File: src/hw/rtl/rbmc_pkg.sv
`default_nettype none

package rbmc_pkg;

    localparam int MAX_TILE_LOG2 = 8;
    localparam int CFG_W = 4;
    localparam int LEVEL_W = 4;
    localparam int COORD_W = 7;
    localparam int CHAN_W = 8;
    localparam logic [CFG_W-1:0] TILE_LOG2_RESET = 4'd8;
    localparam int FIFO_DEPTH = 4;

    typedef struct packed {
        logic [CHAN_W-1:0] blue;
        logic [CHAN_W-1:0] green;
        logic [CHAN_W-1:0] red;
    } pixel_t;

    typedef struct packed {
        logic               done;
        logic [COORD_W-1:0] col;
        logic [COORD_W-1:0] row;
        pixel_t             pix;
    } slot_t;

    typedef struct packed {
        logic valid;
        logic active;
    } ctl_t;

endpackage

`default_nettype wire

File: src/hw/rtl/rbmc_serializer.sv
`default_nettype none

module rbmc_serializer #(
    parameter int MAX_TILE_LOG2 = rbmc_pkg::MAX_TILE_LOG2
) (
    input  wire                                         clk,
    input  wire                                         rst_n,
    input  wire                                         push_valid,
    input  wire  [MAX_TILE_LOG2-1:0]                    push_mask,
    input  rbmc_pkg::slot_t [MAX_TILE_LOG2-1:0]         push_slots,
    output logic                                        full,
    output logic                                        out_valid,
    input  wire                                         out_stall,
    output logic [rbmc_pkg::LEVEL_W-1:0]                level,
    output logic [rbmc_pkg::COORD_W-1:0]                col,
    output logic [rbmc_pkg::COORD_W-1:0]                row,
    output logic [rbmc_pkg::CHAN_W-1:0]                 red_out,
    output logic [rbmc_pkg::CHAN_W-1:0]                 green_out,
    output logic [rbmc_pkg::CHAN_W-1:0]                 blue_out,
    output logic                                        last_of_run,
    output logic                                        tile_done
);

    localparam int PTR_W = $clog2(rbmc_pkg::FIFO_DEPTH);
    localparam int CNT_W = $clog2(rbmc_pkg::FIFO_DEPTH + 1);
    localparam int SLOT_IW = (MAX_TILE_LOG2 > 1) ? $clog2(MAX_TILE_LOG2) : 1;

    logic [MAX_TILE_LOG2-1:0]            mask_mem [rbmc_pkg::FIFO_DEPTH];
    rbmc_pkg::slot_t [MAX_TILE_LOG2-1:0] slot_mem [rbmc_pkg::FIFO_DEPTH];

    logic [PTR_W-1:0]         wr_ptr_reg, rd_ptr_reg;
    logic [CNT_W-1:0]         count_reg, count_next;
    logic [MAX_TILE_LOG2-1:0] remain_reg, remain_next;
    logic [MAX_TILE_LOG2-1:0] head_mask, pick_bit, rest_mask;
    logic [SLOT_IW-1:0]       pick;
    logic                     push, pop, load, emit, last;
    rbmc_pkg::slot_t          head_slot;

    logic                          out_valid_reg;
    logic [rbmc_pkg::LEVEL_W-1:0]  level_reg;
    rbmc_pkg::slot_t               slot_reg;
    logic                          last_reg;

    always_comb
    begin
        full = count_reg == CNT_W'(rbmc_pkg::FIFO_DEPTH);
        push = push_valid && (|push_mask) && !full;
        head_mask = mask_mem[rd_ptr_reg] & remain_reg;

        pick = '0;
        for (int i = MAX_TILE_LOG2 - 1; i >= 0; i--)
        begin
            if (head_mask[i])
            begin
                pick = SLOT_IW'(i);
            end
        end

        pick_bit = MAX_TILE_LOG2'(1) << pick;
        rest_mask = head_mask & ~pick_bit;
        head_slot = slot_mem[rd_ptr_reg][pick];
        load = !out_valid_reg || !out_stall;
        emit = load && (count_reg != '0);
        last = rest_mask == '0;
        pop = emit && last;

        remain_next = remain_reg;
        if (emit)
        begin
            remain_next = last ? '1 : (remain_reg & ~pick_bit);
        end

        count_next = count_reg + CNT_W'(push) - CNT_W'(pop);
    end

    always_ff @(posedge clk or negedge rst_n)
    begin
        if (!rst_n)
        begin
            wr_ptr_reg <= '0;
            rd_ptr_reg <= '0;
            count_reg <= '0;
            remain_reg <= '1;
            out_valid_reg <= 1'b0;
        end
        else
        begin
            count_reg <= count_next;
            remain_reg <= remain_next;
            if (push)
            begin
                wr_ptr_reg <= wr_ptr_reg + 1'b1;
            end
            if (pop)
            begin
                rd_ptr_reg <= rd_ptr_reg + 1'b1;
            end
            if (load)
            begin
                out_valid_reg <= count_reg != '0;
            end
        end
    end

    always_ff @(posedge clk)
    begin
        if (push)
        begin
            mask_mem[wr_ptr_reg] <= push_mask;
            slot_mem[wr_ptr_reg] <= push_slots;
        end
        if (emit)
        begin
            level_reg <= rbmc_pkg::LEVEL_W'(pick) + 1'b1;
            slot_reg <= head_slot;
            last_reg <= last;
        end
    end

    assign out_valid = out_valid_reg;
    assign level = level_reg;
    assign col = slot_reg.col;
    assign row = slot_reg.row;
    assign red_out = slot_reg.pix.red;
    assign green_out = slot_reg.pix.green;
    assign blue_out = slot_reg.pix.blue;
    assign last_of_run = last_reg;
    assign tile_done = slot_reg.done;

endmodule

`default_nettype wire

File: config.mk
export PLATFORM = sky130hd
export DESIGN_NAME = rbmc_serializer
export DESIGN_NICKNAME = d
export VERILOG_FILES = /design/src/hw/rtl/rbmc_pkg.sv /design/src/hw/rtl/rbmc_serializer.sv
export SDC_FILE = /design/constraint.sdc
export NUM_CORES = 1
export LEC_CHECK = 0
export BUFFER_PORTS_ARGS = -buffer_cell sky130_fd_sc_hd__buf_2
export CELL_PAD_IN_SITES_DETAIL_PLACEMENT = 1
export CELL_PAD_IN_SITES_GLOBAL_PLACEMENT = 2
export CORE_UTILIZATION = 50
export CTS_BUF_LIST = sky130_fd_sc_hd__clkbuf_8 sky130_fd_sc_hd__clkbuf_16
export DETAILED_ROUTE_END_ITERATION = 16
export PLACE_DENSITY_LB_ADDON = 0.3
export SYNTH_ARGS = -nofsm -noshare
export SYNTH_HDL_FRONTEND = slang
export SYNTH_SLANG_ARGS = --single-unit
export TNS_END_PERCENT = 100
File: constraint.sdc
create_clock -name clk -period 16.7 [get_ports clk]
set_input_delay 1.67 -clock clk [delete_from_list [all_inputs] [get_ports clk]]
set_output_delay 1.67 -clock clk [all_outputs]
set_load 0.05 [all_outputs]
==> results of run 1 <==
## final cells by class
class / count / area [um2]
clock buffers: 146 / 3640
fillers: 8772 / 42500
clock inverters: 111 / 916
inverters: 166 / 623
well taps: 1368 / 1710
diodes: 28 / 70.1
multi-input cells: 766 / 10600
repair buffers: 411 / 2220
flip-flops and latches: 1340 / 40200
## routing by layer
metal	routed length [um]	vias up	GRT usage (%)
li1	-	11100	-
met1	48900	13700	30.8
met2	67000	816	41.7
met3	9570	313	7.35
met4	4480	90	10.6
met5	518	-	0
## per-stage QoR
step | utilization, % | setup slack (ps) | total power [uW] | std cells
floorplan | - | 6410 | 7830 | 2431
detailed placement | 54.0 | 10090 | 9040 | 4051
global route | 58.5 | 9780 | 12500 | 4325
global placement | 54.0 | 10190 | 8920 | 4051
finish | 58.5 | 10160 | 12000 | 4336
CTS | 58.4 | 10090 | 12100 | 4308
## report_power, final
| part | internal, uW | leakage [uW] | total, uW | switching, uW |
|---|---|---|---|---|
| clock | 1790 | 0.00235 | 3070 | 1280 |
| combinational | 1420 | 0.00538 | 4140 | 2720 |
| sequential | 4560 | 0.0123 | 4800 | 236 |
| total | 7760 | 0.0200 | 12000 | 4240 |
## cells by family after synthesis
family / Yosys count
compound gates: 343
simple gates: 83
flops: 1340
fa+ha+maj: 13
xor+xnor: 5
mux: 322
buf+inv: 325
## final timing paths
check,start,endpoint,slack [ps],cells past startpoint
hold / removal,remain_reg[7],remain_reg[7],520,1
hold reg to reg,remain_reg[7],remain_reg[7],520,1
min in group asynchronous,rst_n,wr_ptr_reg[1],870,1
setup reg to reg,rd_ptr_reg[1],count_reg[2],10160,16
max in group asynchronous,rst_n,rd_ptr_reg[1],15490,1
setup / recovery,rd_ptr_reg[1],count_reg[2],10160,16
## synth_stat cells (all sizes together)
master     n  area (um2)
and4       1        8.76
nor2       2        7.51
buf       85         408
a21o      10        75.1
o21ai      2        10.0
and3       1        6.26
nor3b      1        7.51
a31oi      1        6.26
mux4     318        7160
a211oi   313        2400
nand2b     2        12.5
nand2     22        82.6
inv      166         623
edfxtp  1324       39800
a22o       2        17.5
nor4      42         263
and2       7        43.8
dfrtp      8         200
o311a      1        10.0
o22a       2        17.5
a22oi      2        15.0
xor2       3        26.3
xnor2      2        17.5
ha        12         150
o22ai      6        37.5
or4        1        7.51
nand4b     1        8.76
clkbuf    74         278
fa         1        20.0
nor2b      1        6.26
dfstp      8         210
a21oi      4        20.0
mux2i      4        40.0
nor3       2        10.0
==> results.yml, run 1 <==
setup_path:
  worst_setup_path_end_kind: "flop"
  critical_path.top_delay_family: "buffers and inverters"
  critPathSlowestCell: "dfrtp_4"
  critPathKind: "flop to flop"
  crit_top_cell: "ha_1"
  critPathRequiredTime_ps: 17310
  cp-start-kind: "flop"
  worst-path-buf-inv: 3
  cp_data_arrival_time_ps: 7150
  crit_chain: "mux4_2 -> a22o_1 -> o22ai_4 -> buf_4 -> a21o_4 -> buf_4 -> ha_1 -> ha_1 -> o22ai_1 -> nor4_1 -> and3_1 -> ha_1 -> inv_1 -> ha_1 -> fa_1 -> xnor2_1"
  path_max_fanout: 63
  cpPeakStageDelay_ps: 1090
floorplan:
  start_util_pct: 50.7
  die_area_um2: 105000
  die_w_um: 324
  core_area_um2: 102000
  die_h_um: 324
  ios: 370
  rows: 117
sta:
  finalCritPeriodShare_pct: 39.1
  holdWs_ps: 520
  fin_crit_ps: 6540
  slew_headroom_pct: 20.1
  fin_setup_tns_ps: 0
  rsz0062_at_grt: "no"
  clock.fmax_mhz: 153
  setup_viol: 0
  slew_viol_final: 0
  skew_ps: 25.9
  worst_slew_pin_slew_ps: 1200
  hold_violations: 0
grt:
  grt-ovfl-total: 0
  grt_max_degree: 158
  grt_pass1_wl_mm: 193
  grt_pass1_vias: 28400
  grtUsageTotal_pct: 25.1
  antenna_found_initial: 86
power_and_ir_drop:
  ir_worst_vdd_v: 0.000212
  power_density_nw_per_um2: 200
  p_leak_uw: 0.0200
synthesis:
  synth_cells: 2431
  ys_ff_latch: 1340
  synth_fa_ha_area_share_pct: 0.327
  synth_compound_area_share_pct: 5.02
  synth_top_family_by_area: "multiplexers"
  ys_types: 39
  ys_seq_area_share_pct: 77.3
  synth_nets: 2768
  ys_warn_count: 0
  synthXorXnorAreaFrac_pct: 0.0843
  syn_area_um2: 52000
  synthSimpleGateAreaFrac_pct: 0.893
  muxShareOfSynthArea_pct: 13.9
  avgSynthCellArea_um2: 21.4
detailed_routing:
  first_iter_violations: 1912
  vias: 26000
  ant_nets: 0
  firstDrtPassIters: 5
  postRouteWirelength_mm: 130
  wl_per_cell_um: 30.1
  vias_per_cell: 6.00
  route.detailed.drc: 0
clocking:
  cts_root_buffer: "clkbuf_16"
  postCtsSetupRepairBufs: 0
  cts_tree: "yes"
  cts.path.max_buffers: 3
  clk_pin_slew_ps: 50
  cts-resized-gates: 0
  postCtsHoldBufs: 0
  insertion_delay_ps: 750
  cts_sinks: 1340
  numCtsBuffers: 141
  cts.htree.levels: 4
final_layout:
  drive_above_1_share_pct: 32.6
  final_cell_mix: "edfxtp_1 (1324), buf_2 (369), mux4_2 (318), a211oi_1 (303), inv_1 (193)"
  largest_reg_flops: 1248
  regMostFlops: "slot_mem"
  area_delta_synth_final_pct: 15.3
  layout_commonest_cell: "edfxtp_1"
  nets: 3163
  top_regs: "slot_mem x1248, mask_mem x32"
  final_area_um2: 59900
job:
  max_cap_violations: 0
place:
  portBuffers: 369
  place_area_um2: 55300
  gp_congestion: 0.770
  dpl.hpwl_mm: 78.3
worst_hold_path:
  hp-class: "flop to flop"
run_status:
  status: "complete, no violations"
No activity file was read; power rests on OpenSTA's default activity.
==> run 2: changes to the inputs <==
Settings changed: CORE_UTILIZATION 50 to 47.
Clock period 16.7 ns to 6.83 ns, I/O delays scaled along.
==> run 2 against run 1 <==
Core utilization down 3.5 points. Non-clock buffer count up 1. Final cell count up 2.4%. Worst hold slack lost 390 ps. Via count is 0.17% lower. Wire length grew 0.17%. Clock skew up 11 ps. Sequential power is 140% higher. Worst setup slack got worse by 8400 ps. Critical endpoint is now count_reg[1]. Largest cell class unchanged. Largest power group unchanged.
==> results.yml, run 2 (synthesized netlist as in run 1, its figures left out) <==
floorplan:
  die_area_um2: 112000
  core_area_um2: 109000
  rows: 121
  ios: 370
  start_util_pct: 47.5
  die_w_um: 335
  die_h_um: 335
final_layout:
  final_cell_mix: "edfxtp_1 (1324), buf_2 (369), mux4_2 (318), a211oi_1 (303), inv_1 (198)"
  regMostFlops: "slot_mem"
  finalNonFillerCells: 4439
  drive_above_1_share_pct: 32.7
  final_core_util_pct: 55.0
  top_regs: "slot_mem x1248, mask_mem x32"
  area_delta_synth_final_pct: 15.7
  largest_reg_flops: 1248
  layout_commonest_cell: "edfxtp_1"
  final_area_um2: 60100
  fillers: 9606
  nets: 3164
place:
  placedCellCount: 4159
  place_area_um2: 55500
  dpl.hpwl_mm: 78.5
  gp_congestion: 0.798
  portBuffers: 369
setup_path:
  cp_data_arrival_time_ps: 5700
  r2r_start: "rd_ptr_reg[0]"
  cp-start-kind: "flop"
  rrSetupSlack_ps: 1730
  critPathRequiredTime_ps: 7430
  r2r-end: "count_reg[1]"
  cp-startpoint: "rd_ptr_reg[0]"
  ff2ff_path_depth: 14
  worst_setup_path_end_kind: "flop"
  critPathKind: "flop to flop"
  path_max_fanout: 89
  endpoint: "count_reg[1]"
worst_hold_path:
  hp-class: "primary input to flop"
detailed_routing:
  ant_nets: 0
  vias_per_cell: 5.85
  wl_per_cell_um: 29.4
  route.detailed.drc: 0
  wl_met1_mm: 50.0
  vias: 26000
  met2_wirelength_mm: 66.9
  top_layer: "met5"
  wl_met3_mm: 10.2
  postRouteWirelength_mm: 131
  first_iter_violations: 1850
  firstDrtPassIters: 5
clocking:
  cts-resized-gates: 0
  postCtsSetupRepairBufs: 0
  clk_pin_slew_ps: 60
  cts_root_buffer: "clkbuf_16"
  cts.htree.levels: 4
  cts_tree: "yes"
  cts.path.max_buffers: 3
  insertion_delay_ps: 760
  cts_sinks: 1340
  numCtsBuffers: 141
sta:
  setup_viol: 0
  worst_slew_pin_slew_ps: 1090
  fin_setup_tns_ps: 0
  fin_crit_ps: 5100
  slew_headroom_pct: 27.5
  rsz0062_at_grt: "no"
  finalCritPeriodShare_pct: 74.6
  skew_ps: 37.0
  hold_violations: 0
  holdWs_ps: 134
  clock.fmax_mhz: 196
  slew_viol_final: 0
job:
  max_cap_violations: 0
power_and_ir_drop:
  power_density_nw_per_um2: 488
  ir_worst_vdd_v: 0.000492
  p_leak_uw: 0.0201
grt:
  grt_pass1_vias: 28000
  grtUsageTotal_pct: 23.6
  grt_max_degree: 144
  antenna_found_initial: 80
  grt_pass1_wl_mm: 191
  grt-ovfl-total: 0
run_status:
  status: "complete, no violations"
run 2: cell types whose count changed in the layout (fill, tap and decap cells not counted), sizes merged:
cell and delta:
clkbuf -1, clkinv -6, diode -4, dlygate4sd3 +1, inv +5, bufinv -2
clkinvlp +2
run 2: worst min path at each step:
stage / from / endpoint / slack (ps) / cells past startpoint
floorplan: rst_n / count_reg[0] / 390 / 0
global placement: count_reg[0] / count_reg[0] / 520 / 1
detailed placement: remain_reg[3] / remain_reg[3] / 520 / 1
CTS: push_slots[128] / slot_mem[2][128] / 80 / 1
global route: push_slots[128] / slot_mem[2][128] / 110 / 1
finish: push_slots[128] / slot_mem[2][128] / 130 / 1
run 2: power breakdown:
part	switching (uW)	total, uW	internal, uW
clock	3160	7440	4280
combinational	6710	10200	3510
sequential	523	11700	11100
run 2: timing repair:
item | in CTS | in global routing
endpoints found under the setup margin | 0 | 0
hold buffers | 1 | 0
endpoints found under the hold margin | 8 | 0
run 2: worst max-delay path, stage by stage (launching register included):
cell	delay (ps)
dfrtp_4	700
buf_12	600
nand2_1	160
o22ai_1	480
o21ai_4	140
a21o_4	360
inv_1	190
ha_1	230
a21oi_1	70
nor4_1	460
and3_1	510
ha_1	320
inv_1	60
ha_1	150
fa_1	420
run 2: layout make-up:
type / instances / area [um2] / share of cell area (%)
clock buffer: 145 / 3630 / 6.04
antenna: 24 / 60.1 / 0.0999
inverter: 166 / 623 / 1.04
sequential: 1340 / 40200 / 66.8
tap: 1476 / 1850 / 3.07
timing repair buffer: 412 / 2330 / 3.88
multi-input combinational: 766 / 10600 / 17.6
clock inverter: 110 / 872 / 1.45
run 2: layer usage:
metal | up-vias | global-route usage [%]
met5 | - | 0
met3 | 282 | 7.05
met4 | 86 | 7.32
met1 | 13800 | 29.5
met2 | 782 | 39.6
li1 | 11100 | -
run 2: through the flow:
stage	total power [uW]	setup WS (ps)
2_1_floorplan	18800	1050
6_report	29300	1730
3_3_place_gp	21900	1980
5_1_grt	30600	1430
4_1_cts	29700	1740
3_5_place_dp	22200	1770
==> run 3: changes to the inputs <==
Clock period 6.83 ns to 4.8 ns, I/O delays scaled along.
==> run 3 against run 2 <==
Final cell count grew 7.5%. Die area did not move. First-iteration DRC count rose by 8.0%. Clock power grew 41%. Clock skew rose by 4.1 ps. Clock-buffer cell count decreased by 1. Core utilization grew 3.1 points. Critical path type unchanged.
==> results.yml, run 3 (synthesized netlist as in run 1, its figures left out) <==
run_status:
  status: "complete, no violations"
detailed_routing:
  first_iter_violations: 1998
  wl_per_cell_um: 28.4
  firstDrtPassIters: 5
  postRouteWirelength_mm: 135
  vias_per_cell: 5.78
  vias: 27600
  route.detailed.drc: 0
  ant_nets: 0
final_layout:
  largest_reg_flops: 1248
  nets: 3499
  finalNonFillerCells: 4771
  drive_above_1_share_pct: 29.4
  top_regs: "slot_mem x1248, mask_mem x32"
  final_core_util_pct: 58.1
  area_delta_synth_final_pct: 22.2
  final_cell_mix: "edfxtp_1 (1324), buf_2 (369), dlygate4sd3_1 (322), mux4_2 (318), a211oi_1 (303)"
  layout_commonest_cell: "edfxtp_1"
  regMostFlops: "slot_mem"
grt:
  grt_pass1_vias: 30300
  grt_max_degree: 115
  antenna_found_initial: 33
  grt-ovfl-total: 0
  grt_pass1_wl_mm: 201
  grtUsageTotal_pct: 24.5
clocking:
  numCtsBuffers: 140
  cts.path.max_buffers: 3
  cts.htree.levels: 4
  cts_tree: "yes"
  cts_sinks: 1340
  clk_pin_slew_ps: 60
  insertion_delay_ps: 770
  cts-resized-gates: 0
  cts_root_buffer: "clkbuf_16"
  postCtsHoldBufs: 322
  postCtsSetupRepairBufs: 0
setup_path:
  cpPeakStageDelay_ps: 600
  critPathRequiredTime_ps: 5410
  worst-path-buf-inv: 1
  cp_data_arrival_time_ps: 4860
  crit_top_cell: "ha_1"
  critical_path.top_delay_family: "adder cells"
  path_max_fanout: 13
  cp-start-kind: "flop"
  worst_setup_path_end_kind: "flop"
  critPathKind: "flop to flop"
  crit_chain: "mux4_2 -> a22o_1 -> a21o_1 -> a21oi_1 -> ha_1 -> ha_1 -> o22ai_1 -> nor4_1 -> and3_1 -> ha_1 -> inv_1 -> ha_1 -> fa_1 -> xnor2_1"
  critPathSlowestCell: "mux4_2"
floorplan:
  die_area_um2: 112000
  start_util_pct: 47.5
  die_h_um: 335
  die_w_um: 335
  ios: 370
  core_area_um2: 109000
  rows: 121
sta:
  rsz0062_at_grt: "no"
  hold_violations: 0
  fin_setup_tns_ps: 0
  worst_slew_pin_slew_ps: 962
  fin_crit_ps: 4250
  finalCritPeriodShare_pct: 88.5
  slew_headroom_pct: 35.9
  layout_setup_ws_ps: 551
  clock.fmax_mhz: 235
  setup_viol: 0
  skew_ps: 41.1
  slew_viol_final: 0
job:
  max_cap_violations: 0
worst_hold_path:
  hp-class: "primary input to async pin"
place:
  dpl.hpwl_mm: 79.7
  portBuffers: 369
  placedCellCount: 4174
  gp_congestion: 0.792
  dp_worst_setup_slack_ps: 654
power_and_ir_drop:
  ir_worst_vdd_v: 0.000993
  p_leak_uw: 0.0215
  power_density_nw_per_um2: 663
[run 3: cell types whose count changed in the layout (fill, tap and decap cells not counted), sizes merged]
cell,delta
dlygate4sd3,+321
buf,+15
bufinv,+1
diode,+1
inv,-7
clkinv,+2
clkbuf,-1
[run 3: area by class of cell]
class                      instances  area (um2)
fill                            9524       45800
sequential                      1340       40200
multi-input combinational        766       10600
timing repair buffer             748        5790
clock buffer                     144        3600
tap                             1476        1850
clock inverter                   106         807
inverter                         166         623
antenna                           25        62.6
[run 3: metal layers]
layer  share of wire (%)  wire length [um]  GRT usage (%)
met3                 6.0              8120           4.79
met5                0.13               181              0
met2                  52             69900           41.7
met1                  40             53900           32.0
met4                 2.4              3220           6.91
[run 3: worst paths after layout]
check                      slack [ps]  cells past startpoint            end          start
setup / recovery                  550                     14   count_reg[2]  rd_ptr_reg[0]
hold reg to reg                   520                      1  remain_reg[7]  remain_reg[7]
max in group asynchronous        4270                      2  remain_reg[1]          rst_n
min in group clk                  260                      6  wr_ptr_reg[1]     push_valid
hold / removal                    200                      2  rd_ptr_reg[1]          rst_n
setup reg to reg                  550                     14   count_reg[2]  rd_ptr_reg[0]
[run 3: metrics by stage]
step	hold slack [ps]	total power (uW)	instance area, um2
3_5_place_dp	442	31600	55800
5_1_grt	243	43800	63400
2_1_floorplan	184	26800	52000
6_report	202	42100	63500
3_3_place_gp	430	31200	55800
4_1_cts	167	42400	63400
[run 3: report_power, final]
part / total, uW / switching (uW) / internal (uW)
Combinational: 15100 / 9750 / 5330
Clock: 10500 / 4420 / 6060
Sequential: 16500 / 691 / 15800
Total: 42100 / 14900 / 27200
